$ cat config.mk
export PLATFORM = sky130hd
export DESIGN_NAME = quadratic_fade_out_and_pcm_pack_core
export DESIGN_NICKNAME = d
export VERILOG_FILES = /design/src/rtl/qfo_pkg.sv /design/src/rtl/qfo_div.sv /design/src/rtl/qfo_lane.sv /design/src/rtl/quadratic_fade_out_and_pcm_pack_core.sv
export SDC_FILE = /design/constraint.sdc
export NUM_CORES = 2
export LEC_CHECK = 0
export BUFFER_PORTS_ARGS = -buffer_cell sky130_fd_sc_hd__buf_2
export CORE_MARGIN = 4
export CORE_UTILIZATION = 30
export CTS_CLUSTER_DIAMETER = 40
export DETAILED_ROUTE_END_ITERATION = 12
export GPL_TIMING_DRIVEN = 0
export SYNTH_ARGS = -nofsm -noshare
export SYNTH_HDL_FRONTEND = slang
export SYNTH_SLANG_ARGS = --single-unit
$ cat constraint.sdc
create_clock -name clk -period 8.26 [get_ports clk]
set_input_delay 1.652 -clock clk [delete_from_list [all_inputs] [get_ports clk]]
set_output_delay 1.652 -clock clk [all_outputs]
set_load 0.02 [all_outputs]
$ cat src/rtl/qfo_pkg.sv
// ----------------------------------------------------------------------------
// qfo_pkg: shared types and constants for the quadratic fade-out PCM packer
// Holds the sequencer states, the configuration register indexes, the fixed
// PCM limits and gain constants, and the control struct that drives a lane.
// ----------------------------------------------------------------------------
package qfo_pkg;

  // Sample and gain widths fixed by the stream format.
  localparam int SampleW   = 32;
  localparam int PcmW      = 24;
  localparam int CountW    = 32;
  localparam int GainShift = 16;
  localparam int GainW     = GainShift + 1;          // 0 .. 1.0 in Q16
  localparam int ProdW     = SampleW + GainW;        // signed product width
  localparam int SqW       = 2 * GainW;              // square of the quotient
  localparam int DivSteps  = GainShift;              // one quotient bit a step
  localparam int DivCntW   = 5;
  localparam int CfgIdxW   = 2;

  localparam logic [GainW-1:0]      GainOne = GainW'(1) << GainShift;
  localparam logic signed [PcmW-1:0] PcmMin = 24'sh800000;
  localparam logic signed [PcmW-1:0] PcmMax = 24'sh7FFFFF;

  // Configuration register indexes.
  localparam logic [CfgIdxW-1:0] CfgTotalFrames = 2'd0;
  localparam logic [CfgIdxW-1:0] CfgFadeLength  = 2'd1;
  localparam logic [CfgIdxW-1:0] CfgDepth24     = 2'd2;

  typedef enum logic [2:0] {
    ST_IDLE,
    ST_PREP,
    ST_DIV,
    ST_SQR,
    ST_GAIN,
    ST_MUL,
    ST_PACK
  } qfo_state_t;

  // Control shared by both sample lanes.
  typedef struct packed {
    logic mul_en;     // capture sample * gain
    logic depth_24;   // 1: 24-bit output, 0: 16-bit output
  } qfo_lane_ctl_t;

endpackage

$ cat src/rtl/qfo_div.sv
// ----------------------------------------------------------------------------
// qfo_div: serial divider for the fade ratio
// Computes (remaining << 16) / fade one quotient bit a cycle. The caller must
// keep remaining <= fade for the quotient to fit in 17 bits; the block itself does not enforce this.
// ----------------------------------------------------------------------------
module qfo_div (
  input  logic                             clk,
  input  logic                             rst_n,
  input  logic                             start,
  input  logic [qfo_pkg::CountW-1:0]       remaining,
  input  logic [qfo_pkg::CountW-1:0]       divisor,
  output logic                             done,
  output logic [qfo_pkg::GainW-1:0]        quotient
);

  logic                            busy_r,  busy_nxt;
  logic                            done_r,  done_nxt;
  logic [qfo_pkg::DivCntW-1:0]     cnt_r,   cnt_nxt;
  logic [qfo_pkg::CountW-1:0]      rem_r,   rem_nxt;
  logic [qfo_pkg::CountW-1:0]      dvs_r,   dvs_nxt;
  logic [qfo_pkg::GainW-1:0]       quo_r,   quo_nxt;
  logic [qfo_pkg::CountW:0]        shifted;
  logic                            fits;

  assign shifted = {rem_r, 1'b0};
  assign fits    = shifted >= {1'b0, dvs_r};

  always_comb begin
    busy_nxt = busy_r;
    done_nxt = 1'b0;
    cnt_nxt  = cnt_r;
    rem_nxt  = rem_r;
    dvs_nxt  = dvs_r;
    quo_nxt  = quo_r;
    if (start) begin
      // With remaining <= fade, the integer part of remaining / fade is 0 or 1.
      busy_nxt = 1'b1;
      dvs_nxt  = divisor;
      cnt_nxt  = qfo_pkg::DivCntW'(qfo_pkg::DivSteps);
      if (remaining >= divisor) begin
        rem_nxt = remaining - divisor;
        quo_nxt = qfo_pkg::GainW'(1);
      end else begin
        rem_nxt = remaining;
        quo_nxt = '0;
      end
    end else if (busy_r) begin
      if (fits) begin
        rem_nxt = qfo_pkg::CountW'(shifted - {1'b0, dvs_r});
      end else begin
        rem_nxt = shifted[qfo_pkg::CountW-1:0];
      end
      quo_nxt = {quo_r[qfo_pkg::GainW-2:0], fits};
      cnt_nxt = cnt_r - 1'b1;
      if (cnt_r == qfo_pkg::DivCntW'(1)) begin
        busy_nxt = 1'b0;
        done_nxt = 1'b1;
      end
    end
  end

  always_ff @(posedge clk) begin
    if (!rst_n) begin
      busy_r <= 1'b0;
      done_r <= 1'b0;
      cnt_r  <= '0;
    end else begin
      busy_r <= busy_nxt;
      done_r <= done_nxt;
      cnt_r  <= cnt_nxt;
    end
    rem_r <= rem_nxt;
    dvs_r <= dvs_nxt;
    quo_r <= quo_nxt;
  end

  assign done     = done_r;
  assign quotient = quo_r;

endmodule

$ cat src/rtl/qfo_lane.sv
// ----------------------------------------------------------------------------
// qfo_lane: one channel of the fade and PCM conversion
// Multiplies the sample by the Q16 gain into a register, then floors by 2^16,
// clamps to signed 24 bits and, in 16-bit mode, keeps the top 16 bits.
// ----------------------------------------------------------------------------
module qfo_lane (
  input  logic                                clk,
  input  qfo_pkg::qfo_lane_ctl_t              ctl,
  input  logic signed [qfo_pkg::SampleW-1:0]  sample,
  input  logic [qfo_pkg::GainW-1:0]           gain,
  output logic signed [qfo_pkg::PcmW-1:0]     pcm
);

  logic signed [qfo_pkg::ProdW-1:0]           prod_full;
  logic signed [qfo_pkg::ProdW-1:0]           prod_r, prod_nxt;
  logic signed [qfo_pkg::ProdW-qfo_pkg::GainShift-1:0] scaled;
  logic signed [qfo_pkg::PcmW-1:0]            clamped;

  // The gain is at most 2^16, so the signed product fits in ProdW bits.
  assign prod_full = sample * $signed({1'b0, gain});
  assign prod_nxt  = ctl.mul_en ? prod_full : prod_r;

  always_ff @(posedge clk) begin
    prod_r <= prod_nxt;
  end

  // Arithmetic shift gives the floor of the Q16 product.
  assign scaled = prod_r[qfo_pkg::ProdW-1:qfo_pkg::GainShift];

  always_comb begin
    if (scaled > qfo_pkg::PcmMax) begin
      clamped = qfo_pkg::PcmMax;
    end else if (scaled < qfo_pkg::PcmMin) begin
      clamped = qfo_pkg::PcmMin;
    end else begin
      clamped = scaled[qfo_pkg::PcmW-1:0];
    end
    if (ctl.depth_24) begin
      pcm = clamped;
    end else begin
      pcm = {{8{clamped[qfo_pkg::PcmW-1]}}, clamped[qfo_pkg::PcmW-1:8]};
    end
  end

endmodule

$ cat src/rtl/quadratic_fade_out_and_pcm_pack_core.sv
// ----------------------------------------------------------------------------
// quadratic_fade_out_and_pcm_pack_core: stereo fade-out and PCM conversion
// Counts emitted frames, applies a quadratic gain over the final fade and
// converts both channels to clamped 24-bit or 16-bit PCM.
// ----------------------------------------------------------------------------
// Each accepted word is one stereo frame of signed 32-bit samples, and each
// frame gives exactly one output word. The block works on one frame at a
// time; each frame passes through the 16-step serial divider that forms
// the fade ratio and the square, gain and multiply stages around it. The
// output word sits in its own register, so the next frame is taken
// while a finished word still waits for out_ready. The frames still to come,
// counting the current one, are total_frames minus the frames already emitted
// (never below zero). When fade_length is nonzero and that figure is at most
// fade_length, both channels are scaled by the square of remaining/fade_length
// in Q16, floored, then clamped to signed 24 bits; in 16-bit mode the top 16
// bits are kept and sign-extended. out_last_frame marks the final frame. The
// frame counter stops at its top value, and only reset clears it; register
// writes leave it alone. Registers are to be written through cfg_we,
// cfg_index and cfg_wdata only while the block is idle; the block itself
// does not enforce this. An index past the last register is ignored.
// ----------------------------------------------------------------------------
module quadratic_fade_out_and_pcm_pack_core (
  input  logic                               clk,
  input  logic                               rst_n,
  // configuration
  input  logic                               cfg_we,
  input  logic [qfo_pkg::CfgIdxW-1:0]        cfg_index,
  input  logic [qfo_pkg::CountW-1:0]         cfg_wdata,
  // input frames
  input  logic                               in_valid,
  output logic                               in_ready,
  input  logic signed [qfo_pkg::SampleW-1:0] in_left_in,
  input  logic signed [qfo_pkg::SampleW-1:0] in_right_in,
  // output frames
  output logic                               out_valid,
  input  logic                               out_ready,
  output logic signed [qfo_pkg::PcmW-1:0]    out_left_pcm,
  output logic signed [qfo_pkg::PcmW-1:0]    out_right_pcm,
  output logic                               out_last_frame
);

  // Configuration registers.
  logic [qfo_pkg::CountW-1:0]  total_r, total_nxt;
  logic [qfo_pkg::CountW-1:0]  fade_r,  fade_nxt;
  logic                        depth_r, depth_nxt;

  // Frame bookkeeping.
  logic [qfo_pkg::CountW-1:0]  emitted_r, emitted_nxt;
  logic [qfo_pkg::CountW-1:0]  remaining_r, remaining_nxt;
  logic                        fade_on_r, fade_on_nxt;
  logic signed [qfo_pkg::SampleW-1:0] left_r, left_nxt;
  logic signed [qfo_pkg::SampleW-1:0] right_r, right_nxt;

  // Gain path.
  logic [qfo_pkg::SqW-1:0]     sq_r, sq_nxt;
  logic [qfo_pkg::GainW-1:0]   gain_r, gain_nxt;
  logic [qfo_pkg::SqW-qfo_pkg::GainShift-1:0] sq_shifted;
  logic                        div_done;
  logic [qfo_pkg::GainW-1:0]   quotient;

  // Sequencer.
  qfo_pkg::qfo_state_t         state_r, state_nxt;
  logic                        in_accept;
  logic                        div_start;
  logic                        mul_en;
  logic                        out_load;
  logic                        out_free;
  qfo_pkg::qfo_lane_ctl_t      lane_ctl;

  // Output register.
  logic                        out_valid_r, out_valid_nxt;
  logic signed [qfo_pkg::PcmW-1:0] out_left_r, out_left_nxt;
  logic signed [qfo_pkg::PcmW-1:0] out_right_r, out_right_nxt;
  logic                        out_last_r, out_last_nxt;
  logic signed [qfo_pkg::PcmW-1:0] left_pcm, right_pcm;

  assign in_accept = in_valid && in_ready;
  assign out_free  = !out_valid_r || out_ready;

  // Register writes. An index past the last register matches no arm.
  always_comb begin
    total_nxt = total_r;
    fade_nxt  = fade_r;
    depth_nxt = depth_r;
    if (cfg_we) begin
      case (cfg_index)
        qfo_pkg::CfgTotalFrames: total_nxt = cfg_wdata;
        qfo_pkg::CfgFadeLength:  fade_nxt  = cfg_wdata;
        qfo_pkg::CfgDepth24:     depth_nxt = cfg_wdata[0];
        default: ;
      endcase
    end
  end

  // On acceptance the frames still to come are worked out from the count
  // before it advances; the count then saturates at its top value.
  always_comb begin
    emitted_nxt   = emitted_r;
    remaining_nxt = remaining_r;
    left_nxt      = left_r;
    right_nxt     = right_r;
    if (in_accept) begin
      remaining_nxt = (total_r > emitted_r) ? (total_r - emitted_r) : '0;
      left_nxt      = in_left_in;
      right_nxt     = in_right_in;
      if (emitted_r != '1) begin
        emitted_nxt = emitted_r + 1'b1;
      end
    end
  end

  // The fade applies only within the last fade_length frames and past the total.
  assign fade_on_nxt = (state_r == qfo_pkg::ST_PREP)
                       ? ((fade_r != '0) && (remaining_r <= fade_r)) : fade_on_r;

  qfo_div u_div (
    .clk       (clk),
    .rst_n     (rst_n),
    .start     (div_start),
    .remaining (remaining_r),
    .divisor   (fade_r),
    .done      (div_done),
    .quotient  (quotient)
  );

  // Square of the Q16 ratio, then back to Q16. Outside the fade the gain is
  // exactly one, so the samples only see the clamp.
  assign sq_nxt     = (state_r == qfo_pkg::ST_SQR) ? quotient * quotient : sq_r;
  assign sq_shifted = sq_r[qfo_pkg::SqW-1:qfo_pkg::GainShift];

  always_comb begin
    gain_nxt = gain_r;
    if (state_r == qfo_pkg::ST_GAIN) begin
      if (!fade_on_r) begin
        gain_nxt = qfo_pkg::GainOne;
      end else if (sq_shifted >= (qfo_pkg::SqW - qfo_pkg::GainShift)'(qfo_pkg::GainOne)) begin
        gain_nxt = qfo_pkg::GainOne;
      end else begin
        gain_nxt = sq_shifted[qfo_pkg::GainW-1:0];
      end
    end
  end

  // Next state.
  always_comb begin
    state_nxt = state_r;
    case (state_r)
      qfo_pkg::ST_IDLE: if (in_valid) state_nxt = qfo_pkg::ST_PREP;
      qfo_pkg::ST_PREP: state_nxt = qfo_pkg::ST_DIV;
      qfo_pkg::ST_DIV:  if (div_done) state_nxt = qfo_pkg::ST_SQR;
      qfo_pkg::ST_SQR:  state_nxt = qfo_pkg::ST_GAIN;
      qfo_pkg::ST_GAIN: state_nxt = qfo_pkg::ST_MUL;
      qfo_pkg::ST_MUL:  state_nxt = qfo_pkg::ST_PACK;
      qfo_pkg::ST_PACK: if (out_free) state_nxt = qfo_pkg::ST_IDLE;
      default:          state_nxt = qfo_pkg::ST_IDLE;
    endcase
  end

  // Sequencer outputs.
  always_comb begin
    in_ready  = 1'b0;
    div_start = 1'b0;
    mul_en    = 1'b0;
    out_load  = 1'b0;
    case (state_r)
      qfo_pkg::ST_IDLE: in_ready  = 1'b1;
      qfo_pkg::ST_PREP: div_start = 1'b1;
      qfo_pkg::ST_MUL:  mul_en    = 1'b1;
      qfo_pkg::ST_PACK: out_load  = out_free;
      default: ;
    endcase
  end

  assign lane_ctl.mul_en   = mul_en;
  assign lane_ctl.depth_24 = depth_r;

  qfo_lane u_lane_left (
    .clk    (clk),
    .ctl    (lane_ctl),
    .sample (left_r),
    .gain   (gain_r),
    .pcm    (left_pcm)
  );

  qfo_lane u_lane_right (
    .clk    (clk),
    .ctl    (lane_ctl),
    .sample (right_r),
    .gain   (gain_r),
    .pcm    (right_pcm)
  );

  // Merge both lanes and the last-frame flag into the output word.
  always_comb begin
    out_left_nxt  = out_left_r;
    out_right_nxt = out_right_r;
    out_last_nxt  = out_last_r;
    if (out_load) begin
      out_left_nxt  = left_pcm;
      out_right_nxt = right_pcm;
      out_last_nxt  = (remaining_r == qfo_pkg::CountW'(1));
    end
    if (out_load) begin
      out_valid_nxt = 1'b1;
    end else if (out_ready) begin
      out_valid_nxt = 1'b0;
    end else begin
      out_valid_nxt = out_valid_r;
    end
  end

  always_ff @(posedge clk) begin
    if (!rst_n) begin
      total_r     <= '0;
      fade_r      <= '0;
      depth_r     <= 1'b0;
      emitted_r   <= '0;
      state_r     <= qfo_pkg::ST_IDLE;
      out_valid_r <= 1'b0;
    end else begin
      total_r     <= total_nxt;
      fade_r      <= fade_nxt;
      depth_r     <= depth_nxt;
      emitted_r   <= emitted_nxt;
      state_r     <= state_nxt;
      out_valid_r <= out_valid_nxt;
    end
    remaining_r <= remaining_nxt;
    fade_on_r   <= fade_on_nxt;
    left_r      <= left_nxt;
    right_r     <= right_nxt;
    sq_r        <= sq_nxt;
    gain_r      <= gain_nxt;
    out_left_r  <= out_left_nxt;
    out_right_r <= out_right_nxt;
    out_last_r  <= out_last_nxt;
  end

  assign out_valid      = out_valid_r;
  assign out_left_pcm   = out_left_r;
  assign out_right_pcm  = out_right_r;
  assign out_last_frame = out_last_r;

`ifndef SYNTHESIS
  // The frame count advances by one on each accepted frame until it saturates.
  a_count_step: assert property (@(posedge clk) disable iff (!rst_n)
    in_accept && (emitted_r != '1) |=> emitted_r == $past(emitted_r) + 1'b1)
    else $error("frame count did not advance on an accepted frame");

  // The divider only finishes while the sequencer waits for it.
  a_div_done_state: assert property (@(posedge clk) disable iff (!rst_n)
    div_done |-> state_r == qfo_pkg::ST_DIV)
    else $error("divider finished outside the divide state");

  // Within the fade the ratio never exceeds one.
  a_quotient_range: assert property (@(posedge clk) disable iff (!rst_n)
    div_done && fade_on_r |-> quotient <= qfo_pkg::GainOne)
    else $error("fade ratio above one");

  // In 16-bit mode the output word is a sign-extended 16-bit value.
  a_depth16_range: assert property (@(posedge clk) disable iff (!rst_n)
    out_valid_r && !depth_r |->
      (out_left_r[23:15] == '0 || out_left_r[23:15] == '1) &&
      (out_right_r[23:15] == '0 || out_right_r[23:15] == '1))
    else $error("16-bit output outside its range");
`endif

endmodule

---- Yosys cells after proc, flatten, opt, wreduce, memory -nomap -nowiden ----
Index checks and enable logic that the tools add are counted.
operators by class
  $lt $le $gt $ge ......................... 9
  mux-type cells .......................... 29
  bitwise operators ....................... 3
  $mul .................................... 3
  reductions and logical operators ........ 17
  equality and inequality tests ........... 14
  add/subtract/negate cells ............... 5
operators by type and width
  operator               number
  $mux 32                4
  $mul 32x18->49         2
  $mux 24                4
  $sub 32x32->32         3
  $gt 33x24->1 const B   2
  $lt 33x24->1 const B   2
  $mux 23                2
  $mul 17x17->34         1
  $mux 17                2
  $ge 33x32->1           1
  $add 32x1->32 const B  1
  $eq 32x1->1 const B    1
  $ge 32x32->1           1
  $gt 32x32->1           1
  $le 32x32->1           1
  $ne 32x32->1 const B   1
  $reduce_bool 32->1     1
  $pmux 3 s7             1
  $ge 18x17->1 const B   1
  $mux 1                 11
  $mux 5                 2
  $eq 3x3->1 const B     3
  $mux 3                 3
  $reduce_and 2->1       4
  18 further kinds       25
word-level totals
  word-level logic and storage cells ...... 104
  bits in registers ....................... 484

---- Depth between registers and ports, before layout ----
  word-level depth ........................ 4
  depth in mapped cells ................... 26
  mapped depth without buffers ............ 25

---- Cells and area by module ----
A second synthesis with hierarchy kept.
unflattened totals
  cell total of the unflattened synthesis .. 7315
  area total of the unflattened synthesis .. 68748.4 sq um
modules (own cells, without submodules)
  module                                times used  area each (sq um)  sequential area each (sq um)  cells an instance
  quadratic_fade_out_and_pcm_pack_core  1           20539.7            7457.2                        2010
  qfo_lane at u_lane_left               1           20365.8            991.0                         2253
  qfo_lane at u_lane_right              1           20084.3            991.0                         2192
  qfo_div                               1           7758.7             2572.5                        860

---- Worst setup path before layout ----
Ideal clock, no wire load.
  path kind ............................... register -> register
  start point ............................. register gain_r[9] in the netlist's numbering
  end point ............................... register u_lane_right.prod_r[47] in the netlist's numbering, data pin
  period minus slack after synthesis ...... 6.795 ns
  buffers on the path ..................... 3
  data required time ...................... 8.002 ns
  slack ................................... 1.465 ns
  arrival time ............................ 6.537 ns
  cell stages (with the launch flop) ...... 25
  cells stage by stage .................... edfxtp_1 clkbuf_1 clkbuf_1 nand2_1 fa_1 inv_1 fa_1 fa_1 fa_1 fa_1 inv_1 fa_1 inv_1 ha_1 buf_2 nand4_1 or4_1 a2111oi_2 nor3_2 a211oi_2 o2111ai_1 a31oi_2 o21a_1 nor2_1 xnor2_2
on the way
  word-level cells in the longest chain between the ends .. 1
RTL lines
  element                                    line                                         source
  from (decl)                                quadratic_fade_out_and_pcm_pack_core.sv:56   logic [qfo_pkg::GainW-1:0] gain_r, gain_nxt;
  from (signal assigned)                     quadratic_fade_out_and_pcm_pack_core.sv:233  gain_r <= gain_nxt;
  $mul 32x18->49                             qfo_lane.sv:20                               assign prod_full = sample * $signed({1'b0, gain});
  named net u_lane_right.prod_full, one bit  qfo_lane.sv:14                               logic signed [qfo_pkg::ProdW-1:0] prod_full;
  to (signal assigned)                       qfo_lane.sv:24                               prod_r <= prod_nxt;
  to (decl)                                  qfo_lane.sv:15                               logic signed [qfo_pkg::ProdW-1:0] prod_r, prod_nxt;
The timed path passes the listed nets, and every way through them passes these cells.
A chain may end at the register's enable or synchronous reset.

---- Worst setup path in the final report ----
  start point ............................. register gain_r[2] in the netlist's numbering
  end point ............................... register u_lane_right.prod_r[48] in the netlist's numbering, data pin
The elaborated chain is that of the path after synthesis.

==> flow_summary.toml <==
[run_status]
status = "finished, final reports clean"

[place]
dp_hpwl_mm = 169
dp.cells = 9992
gp_congestion = 0.960
portBuffers = 152
post-place-ws_ns = -0.958

[clock_network]
clkTransAtPathRegs_ns = 0.05
clock_latency_ns = 0.77
clockBufferDepth = 3
cts_inserted_buffers = 84
clockRootBuffer = "clkbuf_16"
tritoncts = "done"
cts_hold_buf = 0
cts.sinks = 436
htreeDepth = 3

[sta]
worst_pin_slew_ns = 1.31
rsz0062_at_grt = "false"
relSlewSlack = 0.124
min_period_ns = 8.01
finClkSkew_ns = 0.0763
max_clock_freq_mhz = 125
finalHoldViolCount = 0
setup_viol = 0
drv_slew = 0
final.setup.worst_slack_ns = 0.251
post-route-period-util = 0.970
hold_slack_ns = 0.471

[global_routing]
grt_usage = 0.183
overflow = 0
grt_pass1_wl_mm = 319
antenna_found_initial = 32
grt_max_degree = 65
grt_pass1_vias = 53100

[synthesis]
synth-edff-count = 328
ys_ff_latch = 436
syn-num-nets = 8719
yosys.area.top_type = "fa_1"
synth_warnings = 0
syn_area_um2 = 66100
ys_async_sr_fraction = 0
synth_top_cells_by_count = "inv_1 (1604), fa_1 (1219), nand2_1 (786)"
synth_cell_types = 82
yosysSeqAreaShare = 0.182
synth_top_cell_area_share = 0.369
synth.area.top_cells = "fa_1 (37%), edfxtp_1 (15%), inv_1 (9.1%), ha_1 (8.2%), and2_1 (7.1%)"
yosysMostFrequentCell = "inv_1"
synthFlopType = "edfxtp_1"
post_synth.cell_area_avg_um2 = 9.49
postSynthCellCount = 6963

[worst_hold_path]
hold_end = "total_r[18]$_SDFFE_PN0P_"
worstHoldStart = "total_r[18]$_SDFFE_PN0P_"
hold_depth = 2
hold_class = "flip-flop to flip-flop"

[critical_path]
worstSetupPathType = "flip-flop to flip-flop"
crit_arrival_ns = 8.47
crit_start = "gain_r[2]$_SDFFCE_PP0P_"
critical_path.max_fanout = 10
end_kind = "flip-flop"
reg2reg_depth = 20
reg2reg_slack_ns = 0.25
worstPathRequired_ns = 8.72
reg2reg_to = "u_lane_right.prod_r[48]$_DFFE_PN_"
r2r-start = "gain_r[2]$_SDFFCE_PP0P_"
startpoint_type = "flip-flop"

[route]
drc_errors = 0
dr_total_vias = 48500
ant_nets = 0
route.detailed.vias_per_inst = 4.77
drt-total-wl_mm = 207
wl_per_cell_um = 20.3
drt_iter0_markers = 3446
first_pass_iters = 5

[layout]
area_delta_synth_final_pct = 12.1
instances_no_fill = 10200
drive_gt1_frac = 0.0616
final_util = 0.338
layout.nets = 8985

[flow_run]
cap_viol_max_count = 0

[power_and_ir_drop]
finalPower_mw = 34.0
vdd.ir_drop.worst_mv = 0.522
power_density_nw_per_um2 = 459
leakage_nw = 34.7

[floorplan]
core-area_um2 = 219000
rows = 172
dieHeight_um = 477
initial_core_util = 0.301
ioPinCount = 154
die_w_um = 477
dieArea_um2 = 228000
## final cells by class
cell class	instances	area (um^2)
timing repair buffer	197	1270
clock buffer	101	2270
antenna	9	22.5
sequential	436	12000
buffer	258	1070
fill	22300	145000
tap	2871	3590
inverter	1605	6030
clock inverter	57	781
multi-input combinational	4647	47000
## layer usage
metal / global-route usage / vias to the layer above / routed length, um
met4: 0.0825 / 8 / 10500
met3: 0.0345 / 488 / 14800
met5: 0 / - / 64
li1: - / 21800 / -
met1: 0.226 / 24500 / 82400
met2: 0.311 / 1738 / 98800
## critical path: stages, from the launching register on
cell and delay [ns]:
edfxtp_1 0.87, clkbuf_1 0.73, nand2_1 0.16, fa_1 0.50
fa_1 0.51, inv_1 0.06, fa_1 0.49, fa_1 0.55
inv_1 0.05, fa_1 0.49, inv_1 0.05, ha_1 0.34
nand4_1 0.16, or4_1 0.67, a2111oi_4 0.43, nor3_4 0.15
a211oi_2 0.37, o2111ai_1 0.27, a31oi_4 0.34, o41ai_1 0.13
xnor2_1 0.38
## per-stage QoR
step / cell area, um^2 / setup TNS (ns)
after floorplan: 66100 / 0
after global placement: 70400 / -11.30
after detailed placement: 70600 / -12.03
after CTS: 74000 / 0
after global routing: 74100 / 0
final: 74100 / 0
## worst max path at each step
stage,end,cells past startpoint
after floorplan,u_lane_right.prod_r[47]$_DFFE_PN_,24
after global placement,u_lane_right.prod_r[48]$_DFFE_PN_,24
after detailed placement,u_lane_right.prod_r[48]$_DFFE_PN_,24
after CTS,u_lane_left.prod_r[48]$_DFFE_PN_,22
after global routing,u_lane_right.prod_r[48]$_DFFE_PN_,23
final,u_lane_right.prod_r[48]$_DFFE_PN_,20
## cell usage in the layout, fill, tap and decap left out, types with 25 or more instances in the layout
master,n
a21oi_1,173
nand2b_1,25
buf_4,32
nor2_1,209
xor2_1,58
nor3_1,55
clkbuf_16,87
dfxtp_1,108
a21boi_0,76
mux2i_1,53
o21a_1,38
buf_2,162
and3_1,25
a21o_1,80
edfxtp_1,328
nor2b_1,40
a211oi_1,35
clkbuf_2,53
nand2_1,786
nor4_1,27
fa_1,1219
o21ai_0,106
and2_1,754
nand3_1,48
ha_1,434
xnor2_1,148
nand4_1,29
clkbuf_1,195
inv_1,1603
## state kept, by name, summed over array words and instances (netlist names), 32 cells and up
register and count:
u_lane_left.prod_r 33, u_lane_right.prod_r 33, emitted_r 32, fade_r 32
left_r 32, remaining_r 32, right_r 32, total_r 32
u_div.dvs_r 32, u_div.rem_r 32
## logic make-up (layout without fill, tap and decap cells)
| family | count (synthesis) | after routing | synth area share |
|---|---|---|---|
| simple gates | 2061 | 2061 | 0.157 |
| buf+inv | 1880 | 2218 | 0.107 |
| fa+ha+maj | 1653 | 1653 | 0.452 |
| compound gates | 670 | 670 | 0.0671 |
| flops | 436 | 436 | 0.182 |
| xor+xnor | 207 | 207 | 0.0276 |
| mux | 56 | 56 | 0.00854 |
| other cells | 0 | 9 | 0 |
## where the power goes
part / internal [mW] / total, mW / switching (mW)
combinational: 11.1 / 26.2 / 15.1
clock: 2.29 / 3.66 / 1.36
sequential: 3.95 / 4.16 / 0.212
## timing repair
action / 4_1_cts / 5_1_grt
resized for setup: 58 / 21
gates cloned: 0 / 0
endpoints found under the setup margin: 32 / 6
pin swaps: 0 / 1
endpoints found under the hold margin: 0 / 0
setup buffers: 30 / 9
Power figures use the tool's default switching activity.
